<file path="config.mk">
export PLATFORM = sky130hd
export DESIGN_NAME = split_flap_unit_controller
export DESIGN_NICKNAME = d
export VERILOG_FILES = /design/src/hdl/sfu_pkg.sv /design/src/hdl/sfu_step_conv.sv /design/src/hdl/split_flap_unit_controller.sv
export SDC_FILE = /design/constraint.sdc
export NUM_CORES = 1
export LEC_CHECK = 0
export ABC_AREA = 1
export BUFFER_PORTS_ARGS = -buffer_cell sky130_fd_sc_hd__buf_2
export CORE_MARGIN = 2
export CORE_UTILIZATION = 36
export DETAILED_ROUTE_END_ITERATION = 12
export SKIP_LAST_GASP = 1
export SYNTH_ARGS = -nofsm -noshare
export SYNTH_HDL_FRONTEND = slang
export SYNTH_SLANG_ARGS = --single-unit
</file>
<file path="constraint.sdc">
create_clock -name clock -period 12.3 [get_ports clock]
set_clock_uncertainty 0.05 [all_clocks]
set_input_delay 0.615 -clock clock [delete_from_list [all_inputs] [get_ports clock]]
set_output_delay 0.615 -clock clock [all_outputs]
set_load 0.005 [all_outputs]
</file>
<file path="src/hdl/sfu_pkg.sv">
// ----------------------------------------------------------------------------
// sfu_pkg
// Shared types and codes for the flap unit controller: request kinds, motor
// commands, calibration status codes and register indexes.
// ----------------------------------------------------------------------------
package sfu_pkg;

   // request kinds
   localparam logic [2:0] KIND_MOVE_LETTER = 3'd0;
   localparam logic [2:0] KIND_MOVE_FLAPS  = 3'd1;
   localparam logic [2:0] KIND_CAL_START   = 3'd2;
   localparam logic [2:0] KIND_CAL_POLL    = 3'd3;
   localparam logic [2:0] KIND_HALL_CHANGE = 3'd4;
   localparam logic [2:0] KIND_MS_TICK     = 3'd5;

   // motor commands
   localparam logic [2:0] CMD_NONE       = 3'd0;
   localparam logic [2:0] CMD_MOVE_REL   = 3'd1;
   localparam logic [2:0] CMD_RUN_FWD    = 3'd2;
   localparam logic [2:0] CMD_FORCE_STOP = 3'd3;
   localparam logic [2:0] CMD_HOME_MOVE  = 3'd4;

   // calibration status
   localparam logic [1:0] CAL_BUSY = 2'd0;
   localparam logic [1:0] CAL_DONE = 2'd1;
   localparam logic [1:0] CAL_FAIL = 2'd2;

   // register indexes (byte address / 4)
   localparam logic [1:0] REG_FLAP_STEP   = 2'd0;
   localparam logic [1:0] REG_CAL_OFFSET  = 2'd1;
   localparam logic [1:0] REG_CAL_TIMEOUT = 2'd2;
   localparam logic [1:0] REG_GLITCH_WIN  = 2'd3;

   // one whole step in Q.16
   localparam logic [17:0] ONE_Q16 = 18'h10000;

   typedef struct packed {
      logic [15:0] steps;
      logic [16:0] carry;
   } step_result_type;

endpackage

</file>
<file path="src/hdl/sfu_step_conv.sv">
// ----------------------------------------------------------------------------
// sfu_step_conv
// Converts a flap count into motor steps with a Q.16 steps-per-flap factor,
// carrying the fractional remainder and saturating the step count.
// ----------------------------------------------------------------------------
module sfu_step_conv (
   input  logic [9:0]                flaps,
   input  logic [23:0]               step_q16,
   input  logic [16:0]               carry,
   output sfu_pkg::step_result_type  result
);

   logic [33:0] prod;
   logic [17:0] whole;
   logic [17:0] carry_sum;
   logic        carry_over;
   logic [18:0] whole_adj;

   assign prod       = 34'(flaps) * 34'(step_q16);
   assign whole      = prod[33:16];
   assign carry_sum  = 18'(carry) + 18'(prod[15:0]);
   // an extra step only once the carry strictly exceeds one whole step
   assign carry_over = carry_sum > sfu_pkg::ONE_Q16;
   assign whole_adj  = 19'(whole) + 19'(carry_over);

   always_comb begin
      result.carry = carry_over ? 17'(carry_sum - sfu_pkg::ONE_Q16) : 17'(carry_sum);
      result.steps = (whole_adj > 19'd65535) ? 16'hFFFF : whole_adj[15:0];
   end

endmodule

</file>
<file path="src/hdl/split_flap_unit_controller.sv">
// ----------------------------------------------------------------------------
// split_flap_unit_controller
// Flap display unit controller: turns move, calibration, Hall and tick
// requests into motor commands and status for one stepper-driven drum.
// ----------------------------------------------------------------------------
// Usage:
//   The req_ channel carries one request per accepted beat (req_valid high,
//   req_stall low). Every request yields exactly one result on the rsp_
//   channel, in order. A request is captured in an input register and is
//   processed once the result register can advance, when the machine state
//   is updated and the result register is loaded with the result offered
//   on rsp_. One request per cycle is sustained while rsp_stall is low; the
//   single multiply of flap count by steps-per-flap sets the cycle time.
//   When the receiver holds rsp_stall, the result register holds, the input
//   register keeps its request and req_stall rises once it is full; nothing
//   is dropped.
//   The csr_ port writes the four registers (steps per flap, calibration
//   offset, calibration timeout, glitch window) at byte addresses 0, 4, 8
//   and 12; write it only while no request is in flight. Synchronous reset
//   empties both registers stages, restores register defaults and clears the
//   unit state (position 0, not calibrated, Hall level high).
// ----------------------------------------------------------------------------
module split_flap_unit_controller #(
   parameter int NUM_FLAPS = 45
) (
   input  logic        clock,
   input  logic        reset,

   input  logic        req_valid,
   output logic        req_stall,
   input  logic [2:0]  req_kind,
   input  logic [5:0]  req_letter_index,
   input  logic [9:0]  req_flap_count,
   input  logic        req_hall_level,

   output logic        rsp_valid,
   input  logic        rsp_stall,
   output logic [2:0]  rsp_motor_cmd,
   output logic [15:0] rsp_move_steps,
   output logic [1:0]  rsp_cal_status,
   output logic        rsp_recalibrate_needed,
   output logic        rsp_hall_ok,
   output logic        rsp_pending_valid,
   output logic [5:0]  rsp_pending_index,

   input  logic        csr_psel,
   input  logic        csr_penable,
   input  logic        csr_pwrite,
   input  logic [3:0]  csr_paddr,
   input  logic [31:0] csr_pwdata,
   output logic [31:0] csr_prdata,
   output logic        csr_pready
);

   // configuration registers
   logic [23:0] flap_step_ff;
   logic [11:0] cal_offset_ff;
   logic [15:0] cal_timeout_ff;
   logic [9:0]  glitch_win_ff;
   logic        csr_write;

   // input stage
   logic        s1_valid_ff, s1_valid_in;
   logic [2:0]  s1_kind_ff;
   logic [5:0]  s1_letter_ff;
   logic [9:0]  s1_flaps_ff;
   logic        s1_level_ff;
   logic        req_accept;
   logic        advance;
   logic        fire;

   // unit state
   logic [5:0]  flap_pos_ff, flap_pos_in;
   logic [16:0] step_carry_ff, step_carry_in;
   logic        cal_complete_ff, cal_complete_in;
   logic        cal_started_ff, cal_started_in;
   logic        pre_init_ff, pre_init_in;
   logic [15:0] cal_elapsed_ff, cal_elapsed_in;
   logic        hall_cur_ff, hall_cur_in;
   logic [15:0] since_hall_ff, since_hall_in;
   logic [5:0]  pend_letter_ff, pend_letter_in;
   logic        pend_valid_ff, pend_valid_in;

   // result register
   logic        rsp_valid_ff;
   logic [2:0]  rsp_cmd_ff, rsp_cmd_in;
   logic [15:0] rsp_steps_ff, rsp_steps_in;
   logic [1:0]  rsp_status_ff, rsp_status_in;
   logic        rsp_recal_ff, rsp_recal_in;
   logic        rsp_hall_ok_ff, rsp_hall_ok_in;

   // step conversion
   logic [5:0]                letter_eff;
   logic [5:0]                delta;
   logic [9:0]                conv_flaps;
   sfu_pkg::step_result_type  conv;

   // ---------------------------------------------------------------------
   // configuration port
   // ---------------------------------------------------------------------
   assign csr_pready = 1'b1;
   assign csr_write  = csr_psel && csr_penable && csr_pwrite && csr_pready;

   always_ff @(posedge clock) begin
      if (reset) begin
         flap_step_ff   <= 24'd2982616;
         cal_offset_ff  <= 12'd0;
         cal_timeout_ff <= 16'd12000;
         glitch_win_ff  <= 10'd100;
      end else if (csr_write) begin
         case (csr_paddr[3:2])
            sfu_pkg::REG_FLAP_STEP:   flap_step_ff   <= csr_pwdata[23:0];
            sfu_pkg::REG_CAL_OFFSET:  cal_offset_ff  <= csr_pwdata[11:0];
            sfu_pkg::REG_CAL_TIMEOUT: cal_timeout_ff <= csr_pwdata[15:0];
            sfu_pkg::REG_GLITCH_WIN:  glitch_win_ff  <= csr_pwdata[9:0];
            default: ;
         endcase
      end
   end

   always_comb begin
      case (csr_paddr[3:2])
         sfu_pkg::REG_FLAP_STEP:   csr_prdata = 32'(flap_step_ff);
         sfu_pkg::REG_CAL_OFFSET:  csr_prdata = 32'(cal_offset_ff);
         sfu_pkg::REG_CAL_TIMEOUT: csr_prdata = 32'(cal_timeout_ff);
         sfu_pkg::REG_GLITCH_WIN:  csr_prdata = 32'(glitch_win_ff);
         default:                  csr_prdata = 32'd0;
      endcase
   end

   // ---------------------------------------------------------------------
   // flow control
   // ---------------------------------------------------------------------
   assign advance    = !rsp_valid_ff || !rsp_stall;
   assign fire       = s1_valid_ff && advance;
   assign req_stall  = s1_valid_ff && !advance;
   assign req_accept = req_valid && !req_stall;

   always_comb begin
      if (req_accept)
         s1_valid_in = 1'b1;
      else if (advance)
         s1_valid_in = 1'b0;
      else
         s1_valid_in = s1_valid_ff;
   end

   always_ff @(posedge clock) begin
      if (reset) begin
         s1_valid_ff <= 1'b0;
      end else begin
         s1_valid_ff <= s1_valid_in;
      end
   end

   always_ff @(posedge clock) begin
      if (req_accept) begin
         s1_kind_ff   <= req_kind;
         s1_letter_ff <= req_letter_index;
         s1_flaps_ff  <= req_flap_count;
         s1_level_ff  <= req_hall_level;
      end
   end

   // ---------------------------------------------------------------------
   // request processing
   // ---------------------------------------------------------------------
   assign letter_eff = (s1_letter_ff >= 6'(NUM_FLAPS)) ? 6'd0 : s1_letter_ff;
   assign delta      = letter_eff - flap_pos_ff;
   assign conv_flaps = (s1_kind_ff == sfu_pkg::KIND_MOVE_LETTER) ? 10'(delta) : s1_flaps_ff;

   sfu_step_conv u_step_conv (
      .flaps    (conv_flaps),
      .step_q16 (flap_step_ff),
      .carry    (step_carry_ff),
      .result   (conv)
   );

   always_comb begin
      flap_pos_in     = flap_pos_ff;
      step_carry_in   = step_carry_ff;
      cal_complete_in = cal_complete_ff;
      cal_started_in  = cal_started_ff;
      pre_init_in     = pre_init_ff;
      cal_elapsed_in  = cal_elapsed_ff;
      hall_cur_in     = hall_cur_ff;
      since_hall_in   = since_hall_ff;
      pend_letter_in  = pend_letter_ff;
      pend_valid_in   = pend_valid_ff;
      rsp_cmd_in      = sfu_pkg::CMD_NONE;
      rsp_steps_in    = 16'd0;
      rsp_status_in   = cal_complete_ff ? sfu_pkg::CAL_DONE : sfu_pkg::CAL_BUSY;
      rsp_recal_in    = 1'b0;
      rsp_hall_ok_in  = 1'b1;

      case (s1_kind_ff)
         sfu_pkg::KIND_MOVE_LETTER: begin
            if (letter_eff < flap_pos_ff) begin
               // backward: hold the letter until recalibrated
               cal_complete_in = 1'b0;
               pend_letter_in  = letter_eff;
               pend_valid_in   = 1'b1;
               rsp_recal_in    = 1'b1;
               rsp_status_in   = sfu_pkg::CAL_BUSY;
            end else begin
               flap_pos_in    = letter_eff;
               step_carry_in  = conv.carry;
               rsp_cmd_in     = sfu_pkg::CMD_MOVE_REL;
               rsp_steps_in   = conv.steps;
               pend_letter_in = 6'd0;
               pend_valid_in  = 1'b0;
            end
         end
         sfu_pkg::KIND_MOVE_FLAPS: begin
            step_carry_in = conv.carry;
            rsp_cmd_in    = sfu_pkg::CMD_MOVE_REL;
            rsp_steps_in  = conv.steps;
         end
         sfu_pkg::KIND_CAL_START: begin
            cal_complete_in = 1'b0;
            cal_started_in  = 1'b1;
            cal_elapsed_in  = 16'd0;
            pre_init_in     = !hall_cur_ff;
            rsp_cmd_in      = sfu_pkg::CMD_RUN_FWD;
            rsp_status_in   = sfu_pkg::CAL_BUSY;
         end
         sfu_pkg::KIND_CAL_POLL: begin
            if (cal_complete_ff) begin
               rsp_status_in = sfu_pkg::CAL_DONE;
            end else if (cal_elapsed_ff > cal_timeout_ff) begin
               flap_pos_in     = 6'd0;
               cal_complete_in = 1'b1;
               cal_started_in  = 1'b0;
               rsp_cmd_in      = sfu_pkg::CMD_FORCE_STOP;
               rsp_status_in   = sfu_pkg::CAL_FAIL;
            end else if (pre_init_ff) begin
               // wait for the marker to pass before homing on it
               if (hall_cur_ff)
                  pre_init_in = 1'b0;
               rsp_status_in = sfu_pkg::CAL_BUSY;
            end else if (!hall_cur_ff) begin
               rsp_cmd_in      = sfu_pkg::CMD_HOME_MOVE;
               rsp_steps_in    = 16'(cal_offset_ff);
               flap_pos_in     = 6'd0;
               step_carry_in   = 17'd0;
               cal_complete_in = 1'b1;
               cal_started_in  = 1'b0;
               rsp_status_in   = sfu_pkg::CAL_DONE;
            end else begin
               rsp_status_in = sfu_pkg::CAL_BUSY;
            end
         end
         sfu_pkg::KIND_HALL_CHANGE: begin
            if (s1_level_ff != hall_cur_ff) begin
               hall_cur_in   = s1_level_ff;
               since_hall_in = 16'd0;
               if (since_hall_ff <= 16'(glitch_win_ff))
                  rsp_hall_ok_in = 1'b0;
            end
         end
         sfu_pkg::KIND_MS_TICK: begin
            if (cal_elapsed_ff != 16'hFFFF)
               cal_elapsed_in = cal_elapsed_ff + 16'd1;
            if (since_hall_ff != 16'hFFFF)
               since_hall_in = since_hall_ff + 16'd1;
         end
         default: ;
      endcase
   end

   always_ff @(posedge clock) begin
      if (reset) begin
         flap_pos_ff     <= 6'd0;
         step_carry_ff   <= 17'd0;
         cal_complete_ff <= 1'b0;
         cal_started_ff  <= 1'b0;
         pre_init_ff     <= 1'b0;
         cal_elapsed_ff  <= 16'd0;
         hall_cur_ff     <= 1'b1;
         since_hall_ff   <= 16'd0;
         pend_letter_ff  <= 6'd0;
         pend_valid_ff   <= 1'b0;
      end else if (fire) begin
         flap_pos_ff     <= flap_pos_in;
         step_carry_ff   <= step_carry_in;
         cal_complete_ff <= cal_complete_in;
         cal_started_ff  <= cal_started_in;
         pre_init_ff     <= pre_init_in;
         cal_elapsed_ff  <= cal_elapsed_in;
         hall_cur_ff     <= hall_cur_in;
         since_hall_ff   <= since_hall_in;
         pend_letter_ff  <= pend_letter_in;
         pend_valid_ff   <= pend_valid_in;
      end
   end

   // ---------------------------------------------------------------------
   // result register
   // ---------------------------------------------------------------------
   always_ff @(posedge clock) begin
      if (reset) begin
         rsp_valid_ff <= 1'b0;
      end else if (advance) begin
         rsp_valid_ff <= s1_valid_ff;
      end
   end

   always_ff @(posedge clock) begin
      if (fire) begin
         rsp_cmd_ff     <= rsp_cmd_in;
         rsp_steps_ff   <= rsp_steps_in;
         rsp_status_ff  <= rsp_status_in;
         rsp_recal_ff   <= rsp_recal_in;
         rsp_hall_ok_ff <= rsp_hall_ok_in;
      end
   end

   // pending letter is reported as it stands after the request
   logic       rsp_pend_valid_ff;
   logic [5:0] rsp_pend_index_ff;

   always_ff @(posedge clock) begin
      if (fire) begin
         rsp_pend_valid_ff <= pend_valid_in;
         rsp_pend_index_ff <= pend_letter_in;
      end
   end

   assign rsp_valid              = rsp_valid_ff;
   assign rsp_motor_cmd          = rsp_cmd_ff;
   assign rsp_move_steps         = rsp_steps_ff;
   assign rsp_cal_status         = rsp_status_ff;
   assign rsp_recalibrate_needed = rsp_recal_ff;
   assign rsp_hall_ok            = rsp_hall_ok_ff;
   assign rsp_pending_valid      = rsp_pend_valid_ff;
   assign rsp_pending_index      = rsp_pend_index_ff;

   // ---------------------------------------------------------------------
   // assertions
   // ---------------------------------------------------------------------
   a_cal_flags_exclusive : assert property (@(posedge clock) disable iff (reset)
      !(cal_started_ff && cal_complete_ff))
      else $error("calibration started and complete at once");

   a_carry_bounded : assert property (@(posedge clock) disable iff (reset)
      step_carry_ff <= 17'h10000)
      else $error("step carry above one whole step");

   a_position_in_range : assert property (@(posedge clock) disable iff (reset)
      flap_pos_ff < 6'(NUM_FLAPS))
      else $error("flap position out of range");

   a_recal_sets_pending : assert property (@(posedge clock) disable iff (reset)
      (rsp_valid_ff && rsp_recal_ff) |-> (rsp_pend_valid_ff && rsp_cmd_ff == sfu_pkg::CMD_NONE))
      else $error("recalibrate result without a pending letter");

   a_glitch_no_motion : assert property (@(posedge clock) disable iff (reset)
      (rsp_valid_ff && !rsp_hall_ok_ff) |-> (rsp_cmd_ff == sfu_pkg::CMD_NONE))
      else $error("Hall glitch result carries a motor command");

endmodule

</file>
==> results.ini <==
[run_status]
status=completed

[global_route]
grt-ovfl-total=0
grt_max_degree=72
track_usage_pct=20.6
antenna_found_initial=0
grt_pass1_wl_um=82200
grt_pass1_vias=15500

[detailed_routing]
drt-met1-wl_um=22800
met3_length_um=3120
wl_per_cell_um=16.1
top_layer_used=met4
vias=15700
drt-total-wl_um=51500
drtIter0Drc=1077
drt_first_pass_iters=5
via_per_inst=4.91
met2WireLength_um=24700
drc=0
antenna_left=0

[finish]
syn2layout_area_growth_pct=9.82
diodes=0
fillers=5048
finalNonFillerCells=3204
drive_above_1_share_pct=9.13
nNetsFinal=2886

[timing]
whs_ps=254
fin_crit_ps=10990
final_hold_viol_count=0
max_slew_margin_pct=20.1
fmax_ghz=0.0910
drv_slew=0
fin_tns_setup_ps=0
setup_ws_ps=1310
rsz0062_at_grt=no
tightestPinTransition_ps=1200
finalSetupViolations=0
fin_crit_sh_pct=89.4

[floorplanning]
start_util_pct=36.5
rows=81
pin_count=128
die_w_um=227
core_um2=49000
die-area_um2=51400
die_h_um=227

[setup_path]
path_buf_inv=7
cp-endpoint=rsp_move_steps[9]
crit_path_frequent_cell=nand2_1
cpLargestDelayFamily=adder cells
worst_r2r_startpoint=s1_letter_ff[3]
cp_slowest_cell=inv_1
cp-start-kind=register
cp_num_cells=56
reg2regPathDepth=56
worstReg2RegEnd=rsp_move_steps[9]
worst_setup_path_end_kind=register
critPathKind=reg -> reg
reg2reg_slack_ps=1310
cp_max_fo=21
critPathLaunch=s1_letter_ff[3]
cp_slowest_stage_delay_ps=710
arrival_ps=11180
worstPathRequired_ps=12490

[cts]
htreeDepth=4
cts_inserted_buffers=17
cts.clk_slew.worst_paths_ps=80
clk_path_buf_depth=2
cts_setup_buffers=0
hold_buffers=0
clk_latency_ps=490
ctsResizeCount=0
cts_tree=yes
cts.sinks=179
cts-root-buf=clkbuf_16

[yosys]
synth.area.top_cells=fa_1 20%, dfxtp_1 14%, nand2_1 13%, inv_1 9.7%, edfxtp_1 8.4%
yosysTopAreaCell=fa_1
yosysMostFrequentCell=nand2_1
ys_ff_latch=179
avgSynthCellArea_um2=7.29
synth_cell_types=55
synth_commonest_cells=636 x nand2_1, 464 x inv_1, 236 x nor2_1
synth_top_area_share_pct=19.7
synthArstFlopShare_pct=0
ys_seq_area_share_pct=22.9
synthCells=2453
synth_top_flop_cell=dfxtp_1
synth-edff-count=50
netlist_area_um2=17900
yosys_warnings=0

[placed_design]
pre_cts_ws_ps=1360
place_hpwl_um=41800
post-place-cells=3172
portBuffers=108
gp_congestion=0.906

[pwr]
leakagePower_nw=10.1
power.density_nw_per_um2=244
peakVddDrop_uv=142
total_power_mw=4.78

[job]
max-cap-violations=0

[min_path]
worst_hold_path_type=in -> reg

metrics by stage:
step,cell area [um2],utilization [%]
final,19600,40.1
after global routing,19600,40.1
after CTS,19600,40.1
after detailed placement,19000,38.9
after global placement,19000,38.9
after floorplan,17900,-
flip-flops by register name (all words and copies together) (netlist names), 2 cells and up:
name               flops
s1_kind_ff             3
cal_timeout_ff        16
cal_elapsed_ff        16
rsp_pending_index      6
pend_letter_ff         6
flap_pos_ff            6
glitch_win_ff         10
rsp_move_steps        16
rsp_motor_cmd          3
s1_flaps_ff           10
cal_offset_ff         12
s1_letter_ff           6
since_hall_ff         16
rsp_cal_status         2
step_carry_ff         17
flap_step_ff          24
layout make-up:
| type | count | area (um2) | area share [%] |
|---|---|---|---|
| multi-input combinational | 1728 | 11700 | 59.6 |
| sequential | 179 | 4080 | 20.8 |
| inverter | 481 | 1810 | 9.20 |
| tap | 664 | 831 | 4.23 |
| timing repair buffer | 120 | 631 | 3.21 |
| clock buffer | 20 | 479 | 2.44 |
| clock inverter | 12 | 106 | 0.542 |
metal layers:
layer  vias to the layer above  GRT usage [%]
li1                       7725              -
met4                         0           5.18
met2                       438           34.8
met3                        62           4.00
met5                         -              0
met1                      7520           27.0
kinds of logic after synthesis:
group	count (synthesis)	synth area share, %
compound gates	293	9.14
xor+xnor	41	2.05
fa+ha+maj	296	28.1
buf+inv	553	11.9
flops	179	22.9
other cells	2	0.0420
simple gates	1089	25.9
how the worst min path moves through the flow:
stage	start	end	slack [ps]	cells after the start
finish	req_kind[0]	s1_kind_ff[0]	250	1
global route	req_letter_index[2]	s1_letter_ff[2]	230	1
CTS	req_kind[0]	s1_kind_ff[0]	210	1
detailed placement	step_carry_ff[2]	step_carry_ff[2]	410	2
global placement	flap_pos_ff[5]	flap_pos_ff[5]	400	2
floorplan	flap_pos_ff[2]	flap_pos_ff[2]	390	2
where the power goes:
group	internal [mW]	switching [mW]
combinational	1.21	2.35
sequential	0.647	0.0182
clock	0.290	0.270
total	2.14	2.64
worst register-to-register path, delay by kind of cell, from the launching register on:
kind            cells  cell delay [ps]
simple gates       33             3720
flops               1              390
compound gates      4              950
buf+inv             7             1040
xor+xnor            1              310
fa+ha+maj          11             4290
placed cells by master (no fill, tap or decap), types with 4 or more instances in the layout:
cell type	netlist	final
buf_2	2	108
inv_8	0	5
o21bai_1	5	5
and2_1	4	4
nand3_1	93	93
inv_2	8	9
nor2_1	236	236
nand2_1	636	636
nor2_2	13	13
buf_4	10	12
nand3b_1	5	5
nor2_4	5	5
nand4_1	21	21
conb_1	2	9
ha_1	120	120
clkbuf_16	0	19
clkinv_1	9	8
xnor2_1	11	11
edfxtp_1	50	50
dfxtp_1	129	129
nand3_2	16	16
o211ai_1	20	20
or2_2	6	6
nor3_1	20	20
inv_6	0	4
and3_1	4	4
o21ai_0	100	99
xor2_1	29	29
fa_1	176	176
a21oi_1	125	125
o22ai_1	11	11
nand2_2	20	20
inv_1	464	464
a211oi_1	9	9
No activity file was read; power rests on OpenSTA's default activity.
